File: src/top_k_chebyshev_point_selector_defines.svh
// Assertion macros for the top-k Chebyshev point selector RTL.
`ifndef TOP_K_CHEBYSHEV_POINT_SELECTOR_DEFINES_SVH
`define TOP_K_CHEBYSHEV_POINT_SELECTOR_DEFINES_SVH
`ifndef ASSERT_OFF
`define TKCPS_ASSERT_IMP(label, clk, rst_n, a, c) \
    label: assert property (@(posedge clk) disable iff (!rst_n) (a) |-> (c)) \
        else $error("tkcps: implication check failed");
`define TKCPS_ASSERT_NEXT(label, clk, rst_n, a, c) \
    label: assert property (@(posedge clk) disable iff (!rst_n) (a) |=> (c)) \
        else $error("tkcps: next-cycle check failed");
`else
`define TKCPS_ASSERT_IMP(label, clk, rst_n, a, c)
`define TKCPS_ASSERT_NEXT(label, clk, rst_n, a, c)
`endif
`endif

File: src/tkcps_pkg.sv
// Types, constants and norm functions for the top-k Chebyshev point selector.
package tkcps_pkg;

    localparam int MAX_ROOTS  = 16;
    localparam int COORD_BITS = 16;
    localparam int CFG_BITS   = 5;
    localparam int ADDR_BITS  = (MAX_ROOTS > 1) ? $clog2(MAX_ROOTS) : 1;
    localparam int FILL_BITS  = $clog2(MAX_ROOTS + 1);
    localparam int ENTRY_BITS = 2 * COORD_BITS;

    localparam logic [CFG_BITS-1:0] ROOT_COUNT_RESET = CFG_BITS'(4);

    typedef logic signed [COORD_BITS-1:0] coord_t;
    typedef logic [COORD_BITS-1:0]        norm_t;
    typedef logic [ADDR_BITS-1:0]         addr_t;
    typedef logic [FILL_BITS-1:0]         fill_t;
    typedef logic [ENTRY_BITS-1:0]        entry_t;

    typedef enum logic [2:0] {
        S_IDLE,
        S_EVAL,
        S_EVICT,
        S_SCAN,
        S_FLUSH_RD,
        S_FLUSH_EM
    } state_t;

    typedef struct packed {
        coord_t x;
        coord_t y;
        logic   is_root;
        logic   run_end;
    } result_t;

    typedef struct packed {
        logic   we;
        addr_t  waddr;
        entry_t wdata;
        logic   re;
        addr_t  raddr;
    } ram_req_t;

    function automatic norm_t magnitude(coord_t v);
        norm_t u;
        u = norm_t'(v);
        return v[COORD_BITS-1] ? (~u + norm_t'(1)) : u;
    endfunction

    function automatic norm_t cheb_norm(coord_t x, coord_t y);
        norm_t ax;
        norm_t ay;
        ax = magnitude(x);
        ay = magnitude(y);
        return (ax > ay) ? ax : ay;
    endfunction

    // A root count above the table depth behaves as the table depth.
    function automatic fill_t limit_of(logic [CFG_BITS-1:0] rc);
        if (int'(rc) > MAX_ROOTS)
        begin
            return fill_t'(MAX_ROOTS);
        end
        return fill_t'(rc);
    endfunction

endpackage

File: src/tkcps_ram.sv
// Generic single-write, single-read synchronous RAM with registered read data.
module tkcps_ram #(
    parameter int WIDTH = 32,
    parameter int DEPTH = 16
) (
    input  logic                              clk,
    input  logic                              we,
    input  logic [((DEPTH > 1) ? $clog2(DEPTH) : 1)-1:0] waddr,
    input  logic [WIDTH-1:0]                  wdata,
    input  logic                              re,
    input  logic [((DEPTH > 1) ? $clog2(DEPTH) : 1)-1:0] raddr,
    output logic [WIDTH-1:0]                  rdata
);

    logic [WIDTH-1:0] mem_reg [DEPTH];
    logic [WIDTH-1:0] rdata_reg;

    always_ff @(posedge clk)
    begin
        if (we)
        begin
            mem_reg[waddr] <= wdata;
        end
        if (re)
        begin
            rdata_reg <= mem_reg[raddr];
        end
    end

    assign rdata = rdata_reg;

endmodule

File: src/tkcps_ctrl.sv
// Sequencer for the selector: fill, evict, rescan of the smallest norm, and flush.
`include "top_k_chebyshev_point_selector_defines.svh"

module tkcps_ctrl (
    input  logic                                clk,
    input  logic                                rst_n,
    input  logic                                point_valid,
    output logic                                point_ready,
    input  tkcps_pkg::coord_t                   point_x,
    input  tkcps_pkg::coord_t                   point_y,
    input  logic                                final_point,
    input  logic [tkcps_pkg::CFG_BITS-1:0]      root_count,
    output logic                                emit_valid,
    input  logic                                emit_ready,
    output tkcps_pkg::result_t                  emit,
    output tkcps_pkg::ram_req_t                 ram_req,
    input  tkcps_pkg::entry_t                   ram_rdata
);

    tkcps_pkg::state_t state_reg, state_next;
    tkcps_pkg::coord_t px_reg, px_next;
    tkcps_pkg::coord_t py_reg, py_next;
    logic              final_reg, final_next;
    tkcps_pkg::norm_t  pnorm_reg, pnorm_next;
    tkcps_pkg::fill_t  fill_reg, fill_next;
    tkcps_pkg::addr_t  small_idx_reg, small_idx_next;
    tkcps_pkg::norm_t  small_norm_reg, small_norm_next;
    tkcps_pkg::fill_t  idx_reg, idx_next;
    logic              cmp_valid_reg, cmp_valid_next;
    tkcps_pkg::addr_t  cmp_idx_reg, cmp_idx_next;

    tkcps_pkg::fill_t  limit;
    logic              take_fill;
    logic              evict;
    logic              scan_rd;
    logic              flush_last;
    tkcps_pkg::coord_t rd_x;
    tkcps_pkg::coord_t rd_y;
    tkcps_pkg::norm_t  rd_norm;

    assign limit      = tkcps_pkg::limit_of(root_count);
    assign take_fill  = fill_reg < limit;
    assign evict      = pnorm_reg > small_norm_reg;
    assign scan_rd    = idx_reg < fill_reg;
    assign flush_last = (idx_reg + tkcps_pkg::fill_t'(1)) == fill_reg;
    assign rd_x       = ram_rdata[tkcps_pkg::ENTRY_BITS-1 -: tkcps_pkg::COORD_BITS];
    assign rd_y       = ram_rdata[tkcps_pkg::COORD_BITS-1:0];
    assign rd_norm    = tkcps_pkg::cheb_norm(rd_x, rd_y);

    // Next state.
    always_comb
    begin
        state_next = state_reg;
        case (state_reg)
            tkcps_pkg::S_IDLE:
            begin
                if (point_valid)
                begin
                    state_next = tkcps_pkg::S_EVAL;
                end
            end
            tkcps_pkg::S_EVAL:
            begin
                if (take_fill)
                begin
                    state_next = final_reg ? tkcps_pkg::S_FLUSH_RD : tkcps_pkg::S_IDLE;
                end
                else if (fill_reg == '0)
                begin
                    if (emit_ready)
                    begin
                        state_next = tkcps_pkg::S_IDLE;
                    end
                end
                else if (evict)
                begin
                    state_next = tkcps_pkg::S_EVICT;
                end
                else if (emit_ready)
                begin
                    state_next = final_reg ? tkcps_pkg::S_FLUSH_RD : tkcps_pkg::S_IDLE;
                end
            end
            tkcps_pkg::S_EVICT:
            begin
                if (emit_ready)
                begin
                    state_next = tkcps_pkg::S_SCAN;
                end
            end
            tkcps_pkg::S_SCAN:
            begin
                if (!scan_rd && !cmp_valid_reg)
                begin
                    state_next = final_reg ? tkcps_pkg::S_FLUSH_RD : tkcps_pkg::S_IDLE;
                end
            end
            tkcps_pkg::S_FLUSH_RD:
            begin
                state_next = tkcps_pkg::S_FLUSH_EM;
            end
            tkcps_pkg::S_FLUSH_EM:
            begin
                if (emit_ready)
                begin
                    state_next = flush_last ? tkcps_pkg::S_IDLE : tkcps_pkg::S_FLUSH_RD;
                end
            end
            default:
            begin
                state_next = tkcps_pkg::S_IDLE;
            end
        endcase
    end

    // Handshake, result and memory port outputs.
    always_comb
    begin
        point_ready   = 1'b0;
        emit_valid    = 1'b0;
        emit.x        = px_reg;
        emit.y        = py_reg;
        emit.is_root  = 1'b0;
        emit.run_end  = 1'b0;
        ram_req.we    = 1'b0;
        ram_req.waddr = fill_reg[tkcps_pkg::ADDR_BITS-1:0];
        ram_req.wdata = {px_reg, py_reg};
        ram_req.re    = 1'b0;
        ram_req.raddr = idx_reg[tkcps_pkg::ADDR_BITS-1:0];
        case (state_reg)
            tkcps_pkg::S_IDLE:
            begin
                point_ready = 1'b1;
            end
            tkcps_pkg::S_EVAL:
            begin
                if (take_fill)
                begin
                    ram_req.we = 1'b1;
                end
                else if (fill_reg == '0)
                begin
                    emit_valid   = 1'b1;
                    emit.run_end = 1'b1;
                end
                else if (evict)
                begin
                    ram_req.re    = 1'b1;
                    ram_req.raddr = small_idx_reg;
                end
                else
                begin
                    emit_valid   = 1'b1;
                    emit.run_end = !final_reg;
                end
            end
            tkcps_pkg::S_EVICT:
            begin
                // The displaced root leaves as a leaf; the new point takes its slot.
                emit_valid    = 1'b1;
                emit.x        = rd_x;
                emit.y        = rd_y;
                emit.run_end  = !final_reg;
                ram_req.we    = emit_ready;
                ram_req.waddr = small_idx_reg;
            end
            tkcps_pkg::S_SCAN:
            begin
                ram_req.re = scan_rd;
            end
            tkcps_pkg::S_FLUSH_RD:
            begin
                ram_req.re = 1'b1;
            end
            tkcps_pkg::S_FLUSH_EM:
            begin
                emit_valid   = 1'b1;
                emit.x       = rd_x;
                emit.y       = rd_y;
                emit.is_root = 1'b1;
                emit.run_end = flush_last;
            end
            default:
            begin
                point_ready = 1'b0;
            end
        endcase
    end

    // Datapath registers.
    always_comb
    begin
        px_next         = px_reg;
        py_next         = py_reg;
        final_next      = final_reg;
        pnorm_next      = pnorm_reg;
        fill_next       = fill_reg;
        small_idx_next  = small_idx_reg;
        small_norm_next = small_norm_reg;
        idx_next        = idx_reg;
        cmp_valid_next  = 1'b0;
        cmp_idx_next    = cmp_idx_reg;
        case (state_reg)
            tkcps_pkg::S_IDLE:
            begin
                if (point_valid)
                begin
                    px_next    = point_x;
                    py_next    = point_y;
                    final_next = final_point;
                    pnorm_next = tkcps_pkg::cheb_norm(point_x, point_y);
                end
            end
            tkcps_pkg::S_EVAL:
            begin
                // Appending only needs a compare with the new entry: it has the
                // highest index, so it wins only on a strictly smaller norm.
                if (take_fill)
                begin
                    fill_next = fill_reg + tkcps_pkg::fill_t'(1);
                    if (fill_reg == '0 || pnorm_reg < small_norm_reg)
                    begin
                        small_norm_next = pnorm_reg;
                        small_idx_next  = fill_reg[tkcps_pkg::ADDR_BITS-1:0];
                    end
                end
            end
            tkcps_pkg::S_SCAN:
            begin
                cmp_valid_next = scan_rd;
                cmp_idx_next   = idx_reg[tkcps_pkg::ADDR_BITS-1:0];
                if (scan_rd)
                begin
                    idx_next = idx_reg + tkcps_pkg::fill_t'(1);
                end
                else if (!cmp_valid_reg)
                begin
                    idx_next = '0;
                end
                if (cmp_valid_reg && (cmp_idx_reg == '0 || rd_norm < small_norm_reg))
                begin
                    small_norm_next = rd_norm;
                    small_idx_next  = cmp_idx_reg;
                end
            end
            tkcps_pkg::S_FLUSH_EM:
            begin
                if (emit_ready)
                begin
                    if (flush_last)
                    begin
                        idx_next        = '0;
                        fill_next       = '0;
                        small_idx_next  = '0;
                        small_norm_next = '0;
                    end
                    else
                    begin
                        idx_next = idx_reg + tkcps_pkg::fill_t'(1);
                    end
                end
            end
            default:
            begin
                idx_next = idx_reg;
            end
        endcase
    end

    always_ff @(posedge clk or negedge rst_n)
    begin
        if (!rst_n)
        begin
            state_reg      <= tkcps_pkg::S_IDLE;
            fill_reg       <= '0;
            small_idx_reg  <= '0;
            small_norm_reg <= '0;
            idx_reg        <= '0;
            cmp_valid_reg  <= 1'b0;
        end
        else
        begin
            state_reg      <= state_next;
            fill_reg       <= fill_next;
            small_idx_reg  <= small_idx_next;
            small_norm_reg <= small_norm_next;
            idx_reg        <= idx_next;
            cmp_valid_reg  <= cmp_valid_next;
        end
    end

    always_ff @(posedge clk)
    begin
        px_reg      <= px_next;
        py_reg      <= py_next;
        final_reg   <= final_next;
        pnorm_reg   <= pnorm_next;
        cmp_idx_reg <= cmp_idx_next;
    end

    `TKCPS_ASSERT_IMP(a_small_in_table, clk, rst_n,
        state_reg == tkcps_pkg::S_IDLE && fill_reg != '0,
        tkcps_pkg::fill_t'(small_idx_reg) < fill_reg)
    `TKCPS_ASSERT_IMP(a_no_rw_overlap, clk, rst_n, ram_req.we, !ram_req.re)
    `TKCPS_ASSERT_NEXT(a_busy_after_accept, clk, rst_n,
        point_valid && point_ready, !point_ready)
    `TKCPS_ASSERT_IMP(a_fill_drop_clears, clk, rst_n,
        fill_reg < $past(fill_reg), fill_reg == '0 && small_norm_reg == '0)

endmodule

File: src/top_k_chebyshev_point_selector.sv
// Top level of the streaming top-k Chebyshev point selector.
//
// Points come in on the point request channel (point_valid/point_ready) with
// final_point marking the last point of a run. Results leave on the result
// channel (result_valid/result_ready) from an output register: leaves while
// the run streams, then every kept root (is_root = 1) after the final point.
// run_end flags the last result caused by one input point.
// The user must write the root count register via cfg_wr_en/cfg_wr_data only
// while idle; the block does not enforce this. A point is taken only while
// the sequencer is idle. A point that is stored while the table fills, or
// that leaves as a leaf, is evaluated before the next point is let in; such
// a leaf goes from the point registers to the output register. An eviction
// reads the displaced root from the table RAM into the output register and
// holds the input during the rescan that reads each kept entry through the
// table RAM's single read port and one comparator. The final flush reads and
// then emits each kept root. A stalled receiver holds the output register and
// the sequencer waits. Reset empties the table and sets the root count to 4.
module top_k_chebyshev_point_selector (
    input  logic                           clk,
    input  logic                           rst_n,
    input  logic                           point_valid,
    output logic                           point_ready,
    input  tkcps_pkg::coord_t              point_x,
    input  tkcps_pkg::coord_t              point_y,
    input  logic                           final_point,
    output logic                           result_valid,
    input  logic                           result_ready,
    output tkcps_pkg::coord_t              out_x,
    output tkcps_pkg::coord_t              out_y,
    output logic                           is_root,
    output logic                           run_end,
    input  logic                           cfg_wr_en,
    input  logic [tkcps_pkg::CFG_BITS-1:0] cfg_wr_data
);

    logic [tkcps_pkg::CFG_BITS-1:0] root_count_reg;
    logic                           result_valid_reg, result_valid_next;
    tkcps_pkg::result_t             result_reg, result_next;

    logic                emit_valid;
    logic                emit_ready;
    tkcps_pkg::result_t  emit;
    tkcps_pkg::ram_req_t ram_req;
    tkcps_pkg::entry_t   ram_rdata;

    assign emit_ready = !result_valid_reg || result_ready;

    always_comb
    begin
        result_valid_next = result_valid_reg;
        result_next       = result_reg;
        if (emit_ready)
        begin
            result_valid_next = emit_valid;
            result_next       = emit;
        end
    end

    always_ff @(posedge clk or negedge rst_n)
    begin
        if (!rst_n)
        begin
            root_count_reg   <= tkcps_pkg::ROOT_COUNT_RESET;
            result_valid_reg <= 1'b0;
        end
        else
        begin
            if (cfg_wr_en)
            begin
                root_count_reg <= cfg_wr_data;
            end
            result_valid_reg <= result_valid_next;
        end
    end

    always_ff @(posedge clk)
    begin
        result_reg <= result_next;
    end

    tkcps_ctrl u_ctrl (
        .clk         (clk),
        .rst_n       (rst_n),
        .point_valid (point_valid),
        .point_ready (point_ready),
        .point_x     (point_x),
        .point_y     (point_y),
        .final_point (final_point),
        .root_count  (root_count_reg),
        .emit_valid  (emit_valid),
        .emit_ready  (emit_ready),
        .emit        (emit),
        .ram_req     (ram_req),
        .ram_rdata   (ram_rdata)
    );

    tkcps_ram #(
        .WIDTH (tkcps_pkg::ENTRY_BITS),
        .DEPTH (tkcps_pkg::MAX_ROOTS)
    ) u_root_ram (
        .clk   (clk),
        .we    (ram_req.we),
        .waddr (ram_req.waddr),
        .wdata (ram_req.wdata),
        .re    (ram_req.re),
        .raddr (ram_req.raddr),
        .rdata (ram_rdata)
    );

    assign result_valid = result_valid_reg;
    assign out_x        = result_reg.x;
    assign out_y        = result_reg.y;
    assign is_root      = result_reg.is_root;
    assign run_end      = result_reg.run_end;

endmodule

File: config.mk
export PLATFORM = sky130hd
export DESIGN_NAME = top_k_chebyshev_point_selector
export DESIGN_NICKNAME = d
export VERILOG_FILES = /design/src/tkcps_pkg.sv /design/src/tkcps_ram.sv /design/src/tkcps_ctrl.sv /design/src/top_k_chebyshev_point_selector.sv
export VERILOG_INCLUDE_DIRS = /design/src /design/src/src
export SDC_FILE = /design/constraint.sdc
export NUM_CORES = 1
export LEC_CHECK = 0
export BUFFER_PORTS_ARGS = -buffer_cell sky130_fd_sc_hd__buf_4
export CORE_ASPECT_RATIO = 1.2
export CORE_MARGIN = 1.5
export CORE_UTILIZATION = 35
export DETAILED_ROUTE_END_ITERATION = 10
export PLACE_DENSITY = 0.47
export SYNTH_ARGS = -nofsm -noshare
export SYNTH_HDL_FRONTEND = slang
export SYNTH_SLANG_ARGS = --single-unit
File: constraint.sdc
create_clock -name clk -period 8.1 [get_ports clk]
set_input_delay 1.215 -clock clk [delete_from_list [all_inputs] [get_ports clk]]
set_output_delay 1.215 -clock clk [all_outputs]
set_load 0.02 [all_outputs]
### After elaboration in Yosys (flattened, before gate mapping)

Memory sizes are Yosys's and may differ from the RTL's. A register that Yosys moved wholly into a read port is not among the register bits.
Cells that the tools add are included.

* $add $sub $neg: 6
* mux-type cells: 64
* reduce and logical (&&, ||, !) cells: 21
* order comparisons: 8
* bitwise operators: 4
* equality and inequality tests: 17
* multipliers: 0
* divide/modulo/power cells: 0
* shift operators: 0

Operators with widths (number)
* $mux 16: 11
* $add 16x1->16 const B: 4
* $not 16->16: 4
* $mux 5: 12
* $gt 16x16->1: 3
* $pmux 16 s3: 1
* $mux 3: 11
* $lt 16x16->1: 2
* $mux 32: 1
* $mux 4: 7
* $pmux 5 s2: 2
* $pmux 3 s6: 1
* $ne 2x1->1 const B: 7
* $mux 1: 13
* $pmux 4 s3: 1
* $reduce_and 6->1: 2
* $add 5x1->5 const B: 2
* $lt 5x5->1: 2
* $eq 3x2->1 const B: 2
* $eq 3x3->1 const B: 2
* $pmux 1 s3: 2
* $eq 5x5->1: 1
* $gt 5x5->1 const B: 1
* $logic_not 5->1: 1
* other kinds (17): 25

* output and inout bits: 36
* bits in read-only memories: 0
* bits in latches: 0
* RAM bits: 512
* input port bits: 43
* memories: 1
* bits in registers: 127

Memory list
* u_root_ram.mem_reg: words 16, bits a word 32, read ports 1, clocked after memory_dff 1, write ports 1, RTL line tkcps_ram.sv:15 `logic [WIDTH-1:0] mem_reg [DEPTH];`

### Longest topological paths before layout

* depth in word-level cells: 10
* gate-level depth with buffers: 24
* gate-level depth less buffers: 23

### By module

A second synthesis with hierarchy kept.

* cells, all modules: 1621
* area, all modules: 28630.0 µm²

By module, submodules not included
* tkcps_ram: area each 20155.6 µm², instances 1, sequential area each 16335.7 µm², cells each 838
* tkcps_ctrl: area each 7233.2 µm², instances 1, sequential area each 2442.3 µm², cells each 736
* top_k_chebyshev_point_selector: area each 1241.2 µm², instances 1, sequential area each 1172.4 µm², cells each 47

### Worst setup path after synthesis

OpenSTA, ideal clock, no wires.

* path type: register to register
* start: register u_root_ram.rdata_reg[4] (netlist: u_root_ram.rdata[4]), read port of u_root_ram.mem_reg
* end: register u_ctrl.small_idx_reg[0]
* setup slack: 1.799 ns
* data arrival time: 6.173 ns
* required time: 7.972 ns
* cell stages (with the launch flop): 21
* path buffers: 2
* cell sequence: edfxtp_1 or4_1 or4_1 or3_1 or4_1 ha_1 nand4_1 a2111oi_0 a211oi_1 a21oi_2 clkbuf_1 mux2i_1 ha_1 a21o_1 a21o_1 a21o_1 a31oi_1 o221ai_1 a221oi_1 buf_2 mux2_1

* cells in the longest elaborated chain, start to end: 10

Ends and longest elaborated chain
* start, declared: RTL line tkcps_ram.sv:16 `logic [WIDTH-1:0] rdata_reg;`
* $not 16->16: RTL line tkcps_pkg.sv:46 `return v[COORD_BITS-1] ? (~u + norm_t'(1)) : u;`
* $add 16x1->16: RTL line tkcps_pkg.sv:46
* $mux 16 *: RTL line tkcps_pkg.sv:46
* $gt 16x16->1: RTL line tkcps_pkg.sv:54 `return (ax > ay) ? ax : ay;`
* $mux 16 *: RTL line tkcps_pkg.sv:54
* $lt 16x16->1 *: RTL line tkcps_ctrl.sv:240 `if (cmp_valid_reg && (cmp_idx_reg == '0 || rd_norm < small_norm_reg))`
* $logic_or 1x1->1 *: RTL line tkcps_ctrl.sv:240
* $logic_and 1x1->1 *: RTL line tkcps_ctrl.sv:240
* $ne 2x1->1 (no source line) *
* $reduce_and 6->1 (no source line) *
* end signal, assigned: RTL line tkcps_ctrl.sv:285 `small_idx_reg <= small_idx_next;`
* end, declared: RTL line tkcps_ctrl.sv:26 `tkcps_pkg::addr_t small_idx_reg, small_idx_next;`

Every way passes the cells marked *; elsewhere a longest branch is shown, timed or not.
A chain may end at the register's enable or synchronous reset.

### Worst setup path after layout

* start: register u_root_ram.rdata_reg[4] (netlist: u_root_ram.rdata[4]), read port of u_root_ram.mem_reg
* end: register u_ctrl.small_idx_reg[3]

The elaborated chain is that of the path after synthesis.

==> impl_metrics.json <==
{
  "p_leak_nw": 13.8,
  "final_core_util_pct": 39.6,
  "fp.dieW_um": 292,
  "ys_seq_area_share_pct": 56.9,
  "p_sw_mw": 6.78,
  "antenna_found_initial": 3,
  "p_clk_share_pct": 22.0,
  "dieArea_um2": 102000,
  "tns_ps": 0,
  "grt_max_degree": 258,
  "drt-met1-wl_mm": 52.0,
  "final_nets": 3299,
  "postSynthCellCount": 3222,
  "avgSynthCellArea_um2": 10.9,
  "post-route-drc-count": 0,
  "ys.flop_type": "edfxtp_1",
  "clk_pin_slew_ps": 60,
  "period_share_pct": 83.9,
  "crit_buf_inv": 2,
  "rows": 127,
  "rsz0062_at_grt": "no",
  "port_buffers": 78,
  "grt_pass1_vias": 26400,
  "largest_reg_flops": 512,
  "start_util_pct": 35.2,
  "end_kind": "flop",
  "wl_met2_mm": 60.7,
  "netlist_area_um2": 35100,
  "relSlewSlack_pct": 16.3,
  "path_common_cell": "or4_1",
  "cp_cell_sequence": "or4_1, or4_1, or3_1, or4_1, ha_1, nand4_1, a2111oi_0, a211oi_1, a21oi_2, buf_4, mux2i_1, ha_1, a211oi_1, o21ai_0, a21oi_1, o221ai_1, a221oi_4, buf_4, mux2_1",
  "cts_tree": "done",
  "synth-seq-cells": 671,
  "status": "finished clean",
  "fillers": 9467,
  "setup_viol": 0,
  "skew_ps": 31.5,
  "routed_wl_mm": 126,
  "vias": 27200,
  "num_antenna_cells": 0,
  "grt_pass1_wl_mm": 182,
  "critical_path_required_ps": 8620,
  "cts_repair_resize_count": 0,
  "insertion_delay_ps": 640,
  "wl_met3_mm": 8.17,
  "crit_fanout": 20,
  "drv_cap": 0,
  "power.density_nw_per_um2": 390,
  "ioPinCount": 79,
  "cp_slowest_cell": "or4_1",
  "core_region_area_um2": 99600,
  "grt_use_total_pct": 24.1,
  "globalRouteOverflowTotal": 0,
  "cp.arrival_ps": 7320,
  "first_iter_violations": 2508,
  "swShare_pct": 44.1,
  "p_seq_share_pct": 32.5,
  "htreeDepth": 3,
  "fmax_ghz": 0.147,
  "area_growth_pct": 12.4,
  "regArea_um2": 20000,
  "crit_family": "compound AO/OA/AOI/OAI gates",
  "routabilityCongestion": 0.864,
  "synthArstFlopShare_pct": 5.96,
  "worstSetupStartpointType": "flop",
  "holdWs_ps": 513,
  "die_y_um": 350,
  "intPower_mw": 8.60,
  "syn-num-nets": 3344,
  "via_per_inst": 6.02,
  "multi_input_area_um2": 14000,
  "finalHoldViolations": 0,
  "ant_nets": 0,
  "cts_hold_buf": 0,
  "first_pass_iters": 6,
  "fin_crit_ps": 6800,
  "critPathMaxStageDelay_ps": 590,
  "cts_buffers": 76,
  "yosysUniqueCellTypes": 72,
  "highest_layer": "met5",
  "clockBufferDepth": 3,
  "post_cts_buffers": 0,
  "routedWlPerCell_um": 27.8,
  "power_frac_comb_pct": 45.6,
  "max-vdd-ir-drop_mv": 0.481,
  "synth_edf_count": 631,
  "tightestPinTransition_ps": 1250,
  "ctsRootBufferMaster": "clkbuf_16",
  "hpwl_mm": 72.9,
  "worst-setup-path-type": "reg2reg",
  "drive_gt1_share_pct": 10.4,
  "final-max-slew-violation-count": 0,
  "cts_sinks": 671,
  "synth_warnings": 0,
  "hp-class": "reg2reg"
}
## logic make-up (layout without fill, tap and decap cells)
family | after synthesis | in the layout | synth area share, %
and+or+nand+nor | 1072 | 1072 | 14.4
xor gates and xnor gates | 58 | 58 | 1.49
adders and majority gates | 79 | 79 | 2.82
DFF | 671 | 671 | 56.9
buffers and inverters | 338 | 352 | 3.93
AOI/OAI and AO/OA | 917 | 917 | 17.9
muxes | 87 | 87 | 2.63
## power by group through the flow
stage / registers [mW] / logic, mW / clock network (mW)
final: 4.99 / 7.01 / 3.38
after global routing: 5.04 / 7.57 / 3.58
after CTS: 4.99 / 7.00 / 3.45
after detailed placement: 5.06 / 6.97 / 0
after global placement: 5.04 / 6.86 / 0
after floorplan: 4.85 / 4.58 / 0
## placed cells by master, fill, tap and decap left out, drive strengths merged, types with 79 or more instances in the layout
| cell | instances |
|---|---|
| a22oi | 176 |
| edfxtp | 631 |
| clkbuf | 91 |
| a21oi | 126 |
| nand2b | 210 |
| o21ai | 109 |
| buf | 141 |
| ha | 79 |
| o22ai | 163 |
| a211oi | 198 |
| nand2 | 630 |
## worst register-to-register path, cell delays in order (launching register included)
cell       delay [ps]
edfxtp_1          450
or4_1             600
or4_1             470
or3_1             360
or4_1             530
ha_1              330
nand4_1           150
a2111oi_0         380
a211oi_1          110
a21oi_2           590
buf_4             330
mux2i_1           330
ha_1              300
a211oi_1          190
o21ai_0           120
a21oi_1           160
o221ai_1          240
a221oi_4          340
buf_4             350
mux2_1            370
## cell type report
type / instances / share of cell area, %
clock buffer: 91 / 5.16
timing repair buffer: 141 / 2.84
sequential: 671 / 50.6
multi-input combinational: 2213 / 35.6
tap: 1290 / 4.10
clock inverter: 46 / 0.911
inverter: 74 / 0.717
## synthesized netlist by cell type (4+ instances only)
master	n	area (um^2)
o41ai_1	9	78.8
xor2_1	52	455
or3_1	13	81.3
buf_1	4	15.0
nor4_1	7	43.8
dfrtp_1	39	976
a22o_1	6	52.6
buf_6	4	45.0
o21a_1	11	82.6
a211oi_1	197	1480
ha_1	79	988
xnor2_1	5	43.8
mux2_1	4	45.0
edfxtp_1	631	18900
nor2b_1	9	56.3
buf_4	4	30.0
o31ai_1	13	97.6
buf_2	52	260
inv_1	73	274
nand4_1	12	75.1
mux2i_1	47	470
a21oi_1	124	621
o2111ai_1	32	280
nand2_1	629	2360
a311oi_1	32	280
a22oi_1	176	1320
nor2_1	39	146
o22ai_1	163	1020
clkbuf_1	200	751
a21o_1	14	105
or4_1	40	300
nand2b_1	210	1310
a31oi_1	4	25.0
mux2_2	36	405
o211ai_1	4	30.0
o21ai_0	108	541
nor3_1	16	80.1
nand3_1	75	375
## per-stage QoR
stage	cell area (um^2)	power, mW	worst slack [ps]	instances
CTS	39400	15.4	1340	4526
detailed placement	37000	12.0	1350	4389
floorplan	35100	9.43	1800	3222
global placement	37000	11.9	1370	4389
global route	39400	16.2	869	4526
finish	39400	15.4	1300	4526
## layer usage
layer / track usage [%] / up-vias
met5: 0 / -
met4: 9.66 / 2
met3: 3.59 / 255
met2: 40.4 / 1087
met1: 31.3 / 13800
li1: - / 12100
## final timing paths
path	startpoint	to	slack, ps	cells after the start
worst min register to register	root_count_reg[3]	root_count_reg[3]	510	1
worst max register to register	u_root_ram.rdata[4]	u_ctrl.small_idx_reg[3]	1300	19
min in group asynchronous	rst_n	u_ctrl.idx_reg[2]	550	1
worst max-delay path	u_root_ram.rdata[4]	u_ctrl.small_idx_reg[3]	1300	19
worst min-delay path	root_count_reg[3]	root_count_reg[3]	510	1
max in group asynchronous	rst_n	u_ctrl.small_idx_reg[0]	7130	1
Power figures use the tool's default switching activity.
